===== src/isolated_pixel_removal_3x3_assert.svh =====
// assertion macros shared by the rtl files
`ifndef ISOLATED_PIXEL_REMOVAL_3X3_ASSERT_SVH
`define ISOLATED_PIXEL_REMOVAL_3X3_ASSERT_SVH

// property must hold at every clock edge out of reset
`define IPR_ASSERT(label, prop, msg) \
	label: assert property (@(posedge clk) disable iff (!arst_n) (prop)) else $error(msg);

// condition must never be seen at a clock edge out of reset
`define IPR_NEVER(label, cond, msg) \
	label: assert property (@(posedge clk) disable iff (!arst_n) !(cond)) else $error(msg);

`endif


===== src/ipr_pkg.sv =====
package ipr_pkg;

	localparam int ROW_W = 64;
	localparam int CFG_W = 7;
	localparam logic [CFG_W-1:0] MAX_ROW_PIXELS = 7'd64;
	localparam logic [CFG_W-1:0] WIDTH_RESET = 7'd64;

	typedef logic [ROW_W-1:0] row_t;

	// one queue entry: results of one input row
	typedef struct packed {
		row_t row_a;    // the row one above, last_out 0
		logic a_valid;
		row_t row_b;    // the final row, last_out 1
		logic b_valid;
	} ipr_entry_t;

	function automatic row_t width_mask(input logic [CFG_W-1:0] w);
		logic [CFG_W-1:0] w_eff;
		row_t m;
		w_eff = (w > MAX_ROW_PIXELS) ? MAX_ROW_PIXELS : w;
		for (int i = 0; i < ROW_W; i++) begin
			m[i] = (w_eff > CFG_W'(i));
		end
		return m;
	endfunction

	function automatic row_t spread(input row_t r);
		return r | (r << 1) | (r >> 1);
	endfunction

	// keep a set pixel only if some 8-neighbour is set
	function automatic row_t clean_row(input row_t above, input row_t mid,
		input row_t below, input row_t mask);
		row_t near_px;
		near_px = spread(above) | spread(below) | (mid << 1) | (mid >> 1);
		return mid & near_px & mask;
	endfunction

endpackage


===== src/ipr_front.sv =====
module ipr_front (
	input  logic                        clk,
	input  logic                        arst_n,
	input  logic                        cfg_valid,
	input  logic [ipr_pkg::CFG_W-1:0]   cfg_data,
	input  logic                        in_valid,
	output logic                        in_stall,
	input  ipr_pkg::row_t               row_pixels,
	input  logic                        final_row,
	input  logic                        fifo_full,
	output logic                        push,
	output ipr_pkg::ipr_entry_t         push_entry
);

	logic [ipr_pkg::CFG_W-1:0] width_q;
	ipr_pkg::row_t earlier_q;
	ipr_pkg::row_t held_q;
	logic held_valid_q;

	ipr_pkg::row_t mask;
	ipr_pkg::row_t row_m;
	ipr_pkg::row_t above;
	logic accept;

	assign in_stall = fifo_full;
	assign accept = in_valid & ~fifo_full;

	always_comb begin
		mask = ipr_pkg::width_mask(width_q);
		row_m = row_pixels & mask;
		above = held_valid_q ? (held_q & mask) : '0;
		push_entry.row_a = ipr_pkg::clean_row(earlier_q & mask, held_q & mask, row_m, mask);
		push_entry.a_valid = held_valid_q;
		push_entry.row_b = ipr_pkg::clean_row(above, row_m, '0, mask);
		push_entry.b_valid = final_row;
	end

	// first row of an image gives nothing to queue unless it is also the final row
	assign push = accept & (held_valid_q | final_row);

	always_ff @(posedge clk or negedge arst_n) begin
		if (!arst_n) begin
			width_q <= ipr_pkg::WIDTH_RESET;
			earlier_q <= '0;
			held_q <= '0;
			held_valid_q <= 1'b0;
		end else begin
			if (cfg_valid) begin
				width_q <= cfg_data;
			end
			if (accept) begin
				if (final_row) begin
					earlier_q <= '0;
					held_q <= '0;
					held_valid_q <= 1'b0;
				end else begin
					earlier_q <= above;
					held_q <= row_m;
					held_valid_q <= 1'b1;
				end
			end
		end
	end

endmodule


===== src/ipr_fifo.sv =====
module ipr_fifo (
	input  logic                clk,
	input  logic                arst_n,
	input  logic                push,
	input  ipr_pkg::ipr_entry_t push_entry,
	output logic                full,
	input  logic                pop,
	output ipr_pkg::ipr_entry_t head,
	output logic                not_empty
);

	ipr_pkg::ipr_entry_t slot_q [2];
	logic [1:0] count_q;
	logic wr_ptr_q;
	logic rd_ptr_q;

	assign full = (count_q == 2'd2);
	assign not_empty = (count_q != 2'd0);
	assign head = slot_q[rd_ptr_q];

	always_ff @(posedge clk) begin
		if (push) begin
			slot_q[wr_ptr_q] <= push_entry;
		end
	end

	always_ff @(posedge clk or negedge arst_n) begin
		if (!arst_n) begin
			count_q <= 2'd0;
			wr_ptr_q <= 1'b0;
			rd_ptr_q <= 1'b0;
		end else begin
			if (push) begin
				wr_ptr_q <= ~wr_ptr_q;
			end
			if (pop) begin
				rd_ptr_q <= ~rd_ptr_q;
			end
			case ({push, pop})
				2'b10: count_q <= count_q + 2'd1;
				2'b01: count_q <= count_q - 2'd1;
				default: count_q <= count_q;
			endcase
		end
	end

`include "isolated_pixel_removal_3x3_assert.svh"

	`IPR_NEVER(a_push_full, push && full, "queue written while full")
	`IPR_NEVER(a_pop_empty, pop && !not_empty, "queue read while empty")
	`IPR_ASSERT(a_push_has_result, push |-> (push_entry.a_valid || push_entry.b_valid), "queued entry carries no result")

endmodule


===== src/ipr_back.sv =====
module ipr_back (
	input  logic                clk,
	input  logic                arst_n,
	input  ipr_pkg::ipr_entry_t head,
	input  logic                not_empty,
	output logic                pop,
	output logic                out_valid,
	input  logic                out_stall,
	output ipr_pkg::row_t       filtered_row,
	output logic                last_out
);

	logic out_valid_q;
	ipr_pkg::row_t out_row_q;
	logic out_last_q;
	logic pend_valid_q;
	ipr_pkg::row_t pend_row_q;
	logic load;

	// output register is free or being taken this cycle
	assign load = ~out_valid_q | ~out_stall;
	assign pop = load & ~pend_valid_q & not_empty;

	assign out_valid = out_valid_q;
	assign filtered_row = out_row_q;
	assign last_out = out_last_q;

	always_ff @(posedge clk or negedge arst_n) begin
		if (!arst_n) begin
			out_valid_q <= 1'b0;
			pend_valid_q <= 1'b0;
		end else if (load) begin
			if (pend_valid_q) begin
				out_valid_q <= 1'b1;
				pend_valid_q <= 1'b0;
			end else if (not_empty) begin
				out_valid_q <= 1'b1;
				pend_valid_q <= head.a_valid & head.b_valid;
			end else begin
				out_valid_q <= 1'b0;
			end
		end
	end

	always_ff @(posedge clk) begin
		if (load) begin
			if (pend_valid_q) begin
				out_row_q <= pend_row_q;
				out_last_q <= 1'b1;
			end else if (not_empty) begin
				pend_row_q <= head.row_b;
				if (head.a_valid) begin
					out_row_q <= head.row_a;
					out_last_q <= 1'b0;
				end else begin
					out_row_q <= head.row_b;
					out_last_q <= 1'b1;
				end
			end
		end
	end

`include "isolated_pixel_removal_3x3_assert.svh"

	`IPR_ASSERT(a_pend_behind_out, pend_valid_q |-> out_valid_q, "pending final row without row ahead of it")

endmodule


===== src/isolated_pixel_removal_3x3.sv =====
// isolated_pixel_removal_3x3: clears every set pixel of a binary image that has
// none of its eight neighbours set. rows come in one 64-bit word per item
// (bit n = column n), final_row marks the last row of an image. a row leaves one
// input later, since its verdict needs the row below; the final row's item
// gives two results, the row above it and the final row itself marked last_out
// (a one-row image gives just that row). neighbours outside the image are clear
// and columns at or above row_width read as zero in and out. row_width resets
// to 64, values above 64 act as 64, and the user must write it only while the
// block is idle; the block itself does not enforce this. rate: one row item
// per clock while in_stall is low; the back end sends at most one result per
// clock, so a final row's two results are absorbed by a two-entry queue
// between the classifier and the output stage. an item taken in is written
// into the queue and then into the output register, when that register is
// free and no earlier result waits; the last_out row of a multi-row image
// follows the row above it from a pending register, and a later result waits.
module isolated_pixel_removal_3x3 (
	input  logic                      clk,
	input  logic                      arst_n,
	// configuration write port
	input  logic                      cfg_valid,
	output logic                      cfg_ready,
	input  logic [ipr_pkg::CFG_W-1:0] row_width,
	// row input
	input  logic                      in_valid,
	output logic                      in_stall,
	input  logic [ipr_pkg::ROW_W-1:0] row_pixels,
	input  logic                      final_row,
	// filtered row output
	output logic                      out_valid,
	input  logic                      out_stall,
	output logic [ipr_pkg::ROW_W-1:0] filtered_row,
	output logic                      last_out
);

	// front to queue
	logic push;
	ipr_pkg::ipr_entry_t push_entry;
	logic fifo_full;
	// queue to back
	logic pop;
	ipr_pkg::ipr_entry_t head;
	logic not_empty;

	// width register always takes a write
	assign cfg_ready = 1'b1;

	// classifier: holds the two rows above and builds each item's results
	ipr_front u_front (
		.clk        (clk),
		.arst_n     (arst_n),
		.cfg_valid  (cfg_valid),
		.cfg_data   (row_width),
		.in_valid   (in_valid),
		.in_stall   (in_stall),
		.row_pixels (row_pixels),
		.final_row  (final_row),
		.fifo_full  (fifo_full),
		.push       (push),
		.push_entry (push_entry)
	);

	// short queue decouples input stalls from output stalls
	ipr_fifo u_fifo (
		.clk        (clk),
		.arst_n     (arst_n),
		.push       (push),
		.push_entry (push_entry),
		.full       (fifo_full),
		.pop        (pop),
		.head       (head),
		.not_empty  (not_empty)
	);

	// output stage: splits an entry into one or two results
	ipr_back u_back (
		.clk          (clk),
		.arst_n       (arst_n),
		.head         (head),
		.not_empty    (not_empty),
		.pop          (pop),
		.out_valid    (out_valid),
		.out_stall    (out_stall),
		.filtered_row (filtered_row),
		.last_out     (last_out)
	);

endmodule

===== config.mk =====
export PLATFORM = sky130hd
export DESIGN_NAME = isolated_pixel_removal_3x3
export DESIGN_NICKNAME = d
export VERILOG_FILES = /design/src/ipr_pkg.sv /design/src/ipr_front.sv /design/src/ipr_fifo.sv /design/src/ipr_back.sv /design/src/isolated_pixel_removal_3x3.sv
export VERILOG_INCLUDE_DIRS = /design/src /design/src/src
export SDC_FILE = /design/constraint.sdc
export NUM_CORES = 1
export LEC_CHECK = 0
export BUFFER_PORTS_ARGS = -buffer_cell sky130_fd_sc_hd__buf_2
export CAP_MARGIN = 5
export CORE_AREA = 2 2 200 202
export DETAILED_ROUTE_END_ITERATION = 8
export DIE_AREA = 0 0 202 204
export PLACE_DENSITY = 0.78
export SLEW_MARGIN = 20
export SYNTH_ARGS = -nofsm -noshare
export SYNTH_HDL_FRONTEND = slang
export SYNTH_SLANG_ARGS = --single-unit

===== constraint.sdc =====
create_clock -name clk -period 15.2 [get_ports clk]
set_input_delay 1.52 -clock clk [delete_from_list [all_inputs] [get_ports clk]]
set_output_delay 1.52 -clock clk [all_outputs]
set_load 0.05 [all_outputs]

==> flow_metrics.tcl <==
set metrics [dict create \
    status "finished, final reports clean" \
    ant_nets 0 \
    slowest_delay_ns 1.17 \
    wl_um 56300 \
    grt_overflow 0 \
    std_cell_rows 73 \
    setup_viol_count_final 0 \
    grt_max_degree 131 \
    first_pass_iters 7 \
    pwr-share-clk_pct 25.2 \
    dpl_cell_area_um2 24320 \
    fillers 2820 \
    gp_congestion 0.8838 \
    htreeDepth 2 \
    cts_setup_buffers 0 \
    viasPerCell 6.234 \
    final.min_clock_period_ns 3.662 \
    syn2layout_area_growth_pct 12.64 \
    dr_total_vias 16790 \
    switching_power_w 0.001917 \
    clock_path_buffers 3 \
    post-route-cell-area_um2 26100 \
    yosys_most_used_dff "edfxtp_1" \
    route.detailed.drc 0 \
    fin_crit_sh_pct 24.09 \
    synth-edff-count 389 \
    critPathArrivalTime_ns 3.99 \
    rsz0062_at_grt "no" \
    dp_hpwl_um 35980 \
    switching_share_pct 36.43 \
    setup.worst_path.start_class "register" \
    drtIter0Drc 2334 \
    p_int_w 0.003346 \
    grt_first_pass_wirelength_um 88100 \
    crit_buf_inv 1 \
    grt_pass1_vias 16110 \
    cts_buffers 52 \
    syn_area_um2 23170 \
    p_seq_share_pct 44.3 \
    hold_class "register to register" \
    synth_seq_area_share_pct 65.76 \
    fin_tns_setup_ns 0 \
    p_leak_nw 10.00 \
    power_density_nw_per_um2 201.7 \
    drive_above_1_share_pct 14.75 \
    p_comb_share_pct 30.4 \
    skew_ns 0.01448 \
    antenna_found_initial 3 \
    die_height_um 204 \
    globalRouteTotalUtil_pct 27.40 \
    cts_hold_buf 0 \
    dieArea_um2 41210 \
    die_w_um 202 \
    slew_headroom_pct 25.33 \
    synth_cell_types 57 \
    crit_fanout 66 \
    ir_worst_vdd_uv 232.1 \
    syn-num-nets 2089 \
    ios 145 \
    ys_warn_count 0 \
    critPathSlowestCell "dfrtp_4" \
    ys_seq_elements 531 \
    finalHoldViolations 0 \
    worst-setup-path-type "register to register" \
    clk_pin_slew_worst_paths_ns 0.06 \
    initial_core_util_pct 59.13 \
    worstSetupEndpointType "register" \
    io_buffers 143 \
    clock_latency_ns 0.58 \
    root_buffer "clkbuf_16" \
    fmax_mhz 273.1 \
    synth_cells 2011 \
    synthTopCellsByArea "edfxtp_1 (50%), dfrtp_1 (15%), nand2_1 (6.5%)" \
    tightest_slew_ns 1.120 \
    cp_cell_sequence "mux2i_4 -> buf_4 -> a21oi_1 -> o21ai_0" \
    slew_violations 0 \
    cts.sinks 531 \
    avgSynthCellArea_um2 11.52 \
    yosysTopAreaCellShare_pct 50.42 \
    cap_violations 0 \
    yosysMostFrequentCell "nand2_1" \
    wl_per_cell_um 20.91 \
    cts_resized 0 \
    async_flop_share_pct 26.74 \
    required_ns 15.53 \
    cts_tree "yes" \
    nets 2199 \
    core-area_um2 39180 \
    yosysTopAreaCell "edfxtp_1" \
    synthTopCellsByCount "nand2_1 (402), edfxtp_1 (389), o21ai_0 (259), nor2_1 (151), dfrtp_1 (141)" \
    cp_top_family "flip-flops" \
]
## worst register-to-register path: cells and delay by family, from the launching register on
kind                   cells  cell delay (ns)
DFF                        1             1.17
buffers and inverters      1             0.64
muxes                      1             0.98
AOI/OAI and AO/OA          2             0.62
## layer usage
layer  track usage (%)  wire [um]  share of wire [%]
met5                 0          0                  0
met4             11.00       1943                3.5
met3             5.086       4698                8.3
met2             43.61      26760                 48
met1             37.69      22900                 41
## stage by stage
step	util, %	instances	worst slack [ns]	total power (W)	hold WS [ns]
detailed placement	62.06	2591	10.38	0.003942	0.5009
floorplan	-	2011	7.460	0.003507	0.4402
global placement	62.06	2591	10.51	0.003884	0.4884
global route	66.59	2691	11.29	0.005511	0.5413
finish	66.60	2693	11.54	0.005263	0.5138
CTS	66.52	2687	11.00	0.005272	0.5136
## state kept, by name (all words and copies together), names as in the netlist
name and cells:
u_back.filtered_row 64, u_back.last_out 1, u_back.out_valid 1, u_back.pend_row_q 64
u_back.pend_valid_q 1, u_fifo.count_q 2, u_fifo.rd_ptr_q 1, u_fifo.slot_q 260
u_fifo.wr_ptr_q 1, u_front.earlier_q 64, u_front.held_q 64, u_front.held_valid_q 1
u_front.width_q 7
## cell usage in the layout, fill, tap and decap left out, drive strengths merged, types with 8 or more instances in the layout
| master | instances |
|---|---|
| and2 | 19 |
| mux2 | 68 |
| nor3 | 10 |
| buf | 158 |
| nor2 | 151 |
| mux2i | 66 |
| a21oi | 104 |
| dfrtp | 141 |
| edfxtp | 389 |
| clkbuf | 79 |
| clkinv | 8 |
| a31oi | 106 |
| nand3 | 9 |
| o31ai | 63 |
| nand2 | 403 |
| a21o | 24 |
| inv | 15 |
| o21ai | 259 |
| nand2b | 29 |
## power by group through the flow
stage | Combinational, W | Clock, W | Sequential, W
detailed placement | 0.00158 | 0 | 0.00236
finish | 0.00160 | 0.00133 | 0.00233
CTS | 0.00160 | 0.00134 | 0.00233
global placement | 0.00155 | 0 | 0.00234
global route | 0.00174 | 0.00140 | 0.00238
floorplan | 0.000881 | 0 | 0.00263
## cell type report
cell class              count  area, um^2  area share, %
flip-flops and latches    531       15240          58.41
multi-input cells        1365        7528          28.85
clock buffers              79        1484          5.686
repair buffers            158       859.6          3.294
well taps                 525       656.9          2.517
clock inverters            17       262.8          1.007
inverters                  13       48.80         0.1870
diodes                      5       12.51        0.04794
## final timing paths
check	to	from	slack, ns	cells past startpoint
setup / recovery	u_back.filtered_row[28]$_DFFE_PP_	u_fifo.rd_ptr_q$_DFFE_PN0P_	11.54	4
hold / removal	u_front.earlier_q[63]$_DFFE_PN0P_	u_front.earlier_q[63]$_DFFE_PN0P_	0.51	2
setup reg to reg	u_back.filtered_row[28]$_DFFE_PP_	u_fifo.rd_ptr_q$_DFFE_PN0P_	11.54	4
hold reg to reg	u_front.earlier_q[63]$_DFFE_PN0P_	u_front.earlier_q[63]$_DFFE_PN0P_	0.51	2
max in group asynchronous	u_back.pend_valid_q$_DFFE_PN0N_	arst_n	12.95	2
min in group asynchronous	u_front.held_q[40]$_DFFE_PN0P_	arst_n	1.01	1
## logic make-up (layout without fill, tap and decap cells)
group	count (synthesis)	in the layout	share of synthesized area (%)
other	1	6	0.01618
adders and majority gates	1	1	0.05399
and+or+nand+nor	639	639	11.23
xor gates and xnor gates	5	5	0.1890
buffers and inverters	115	267	2.030
AOI/OAI and AO/OA	585	585	14.57
DFF	531	531	65.76
muxes	134	134	6.156
No activity file was read; power rests on OpenSTA's default activity.
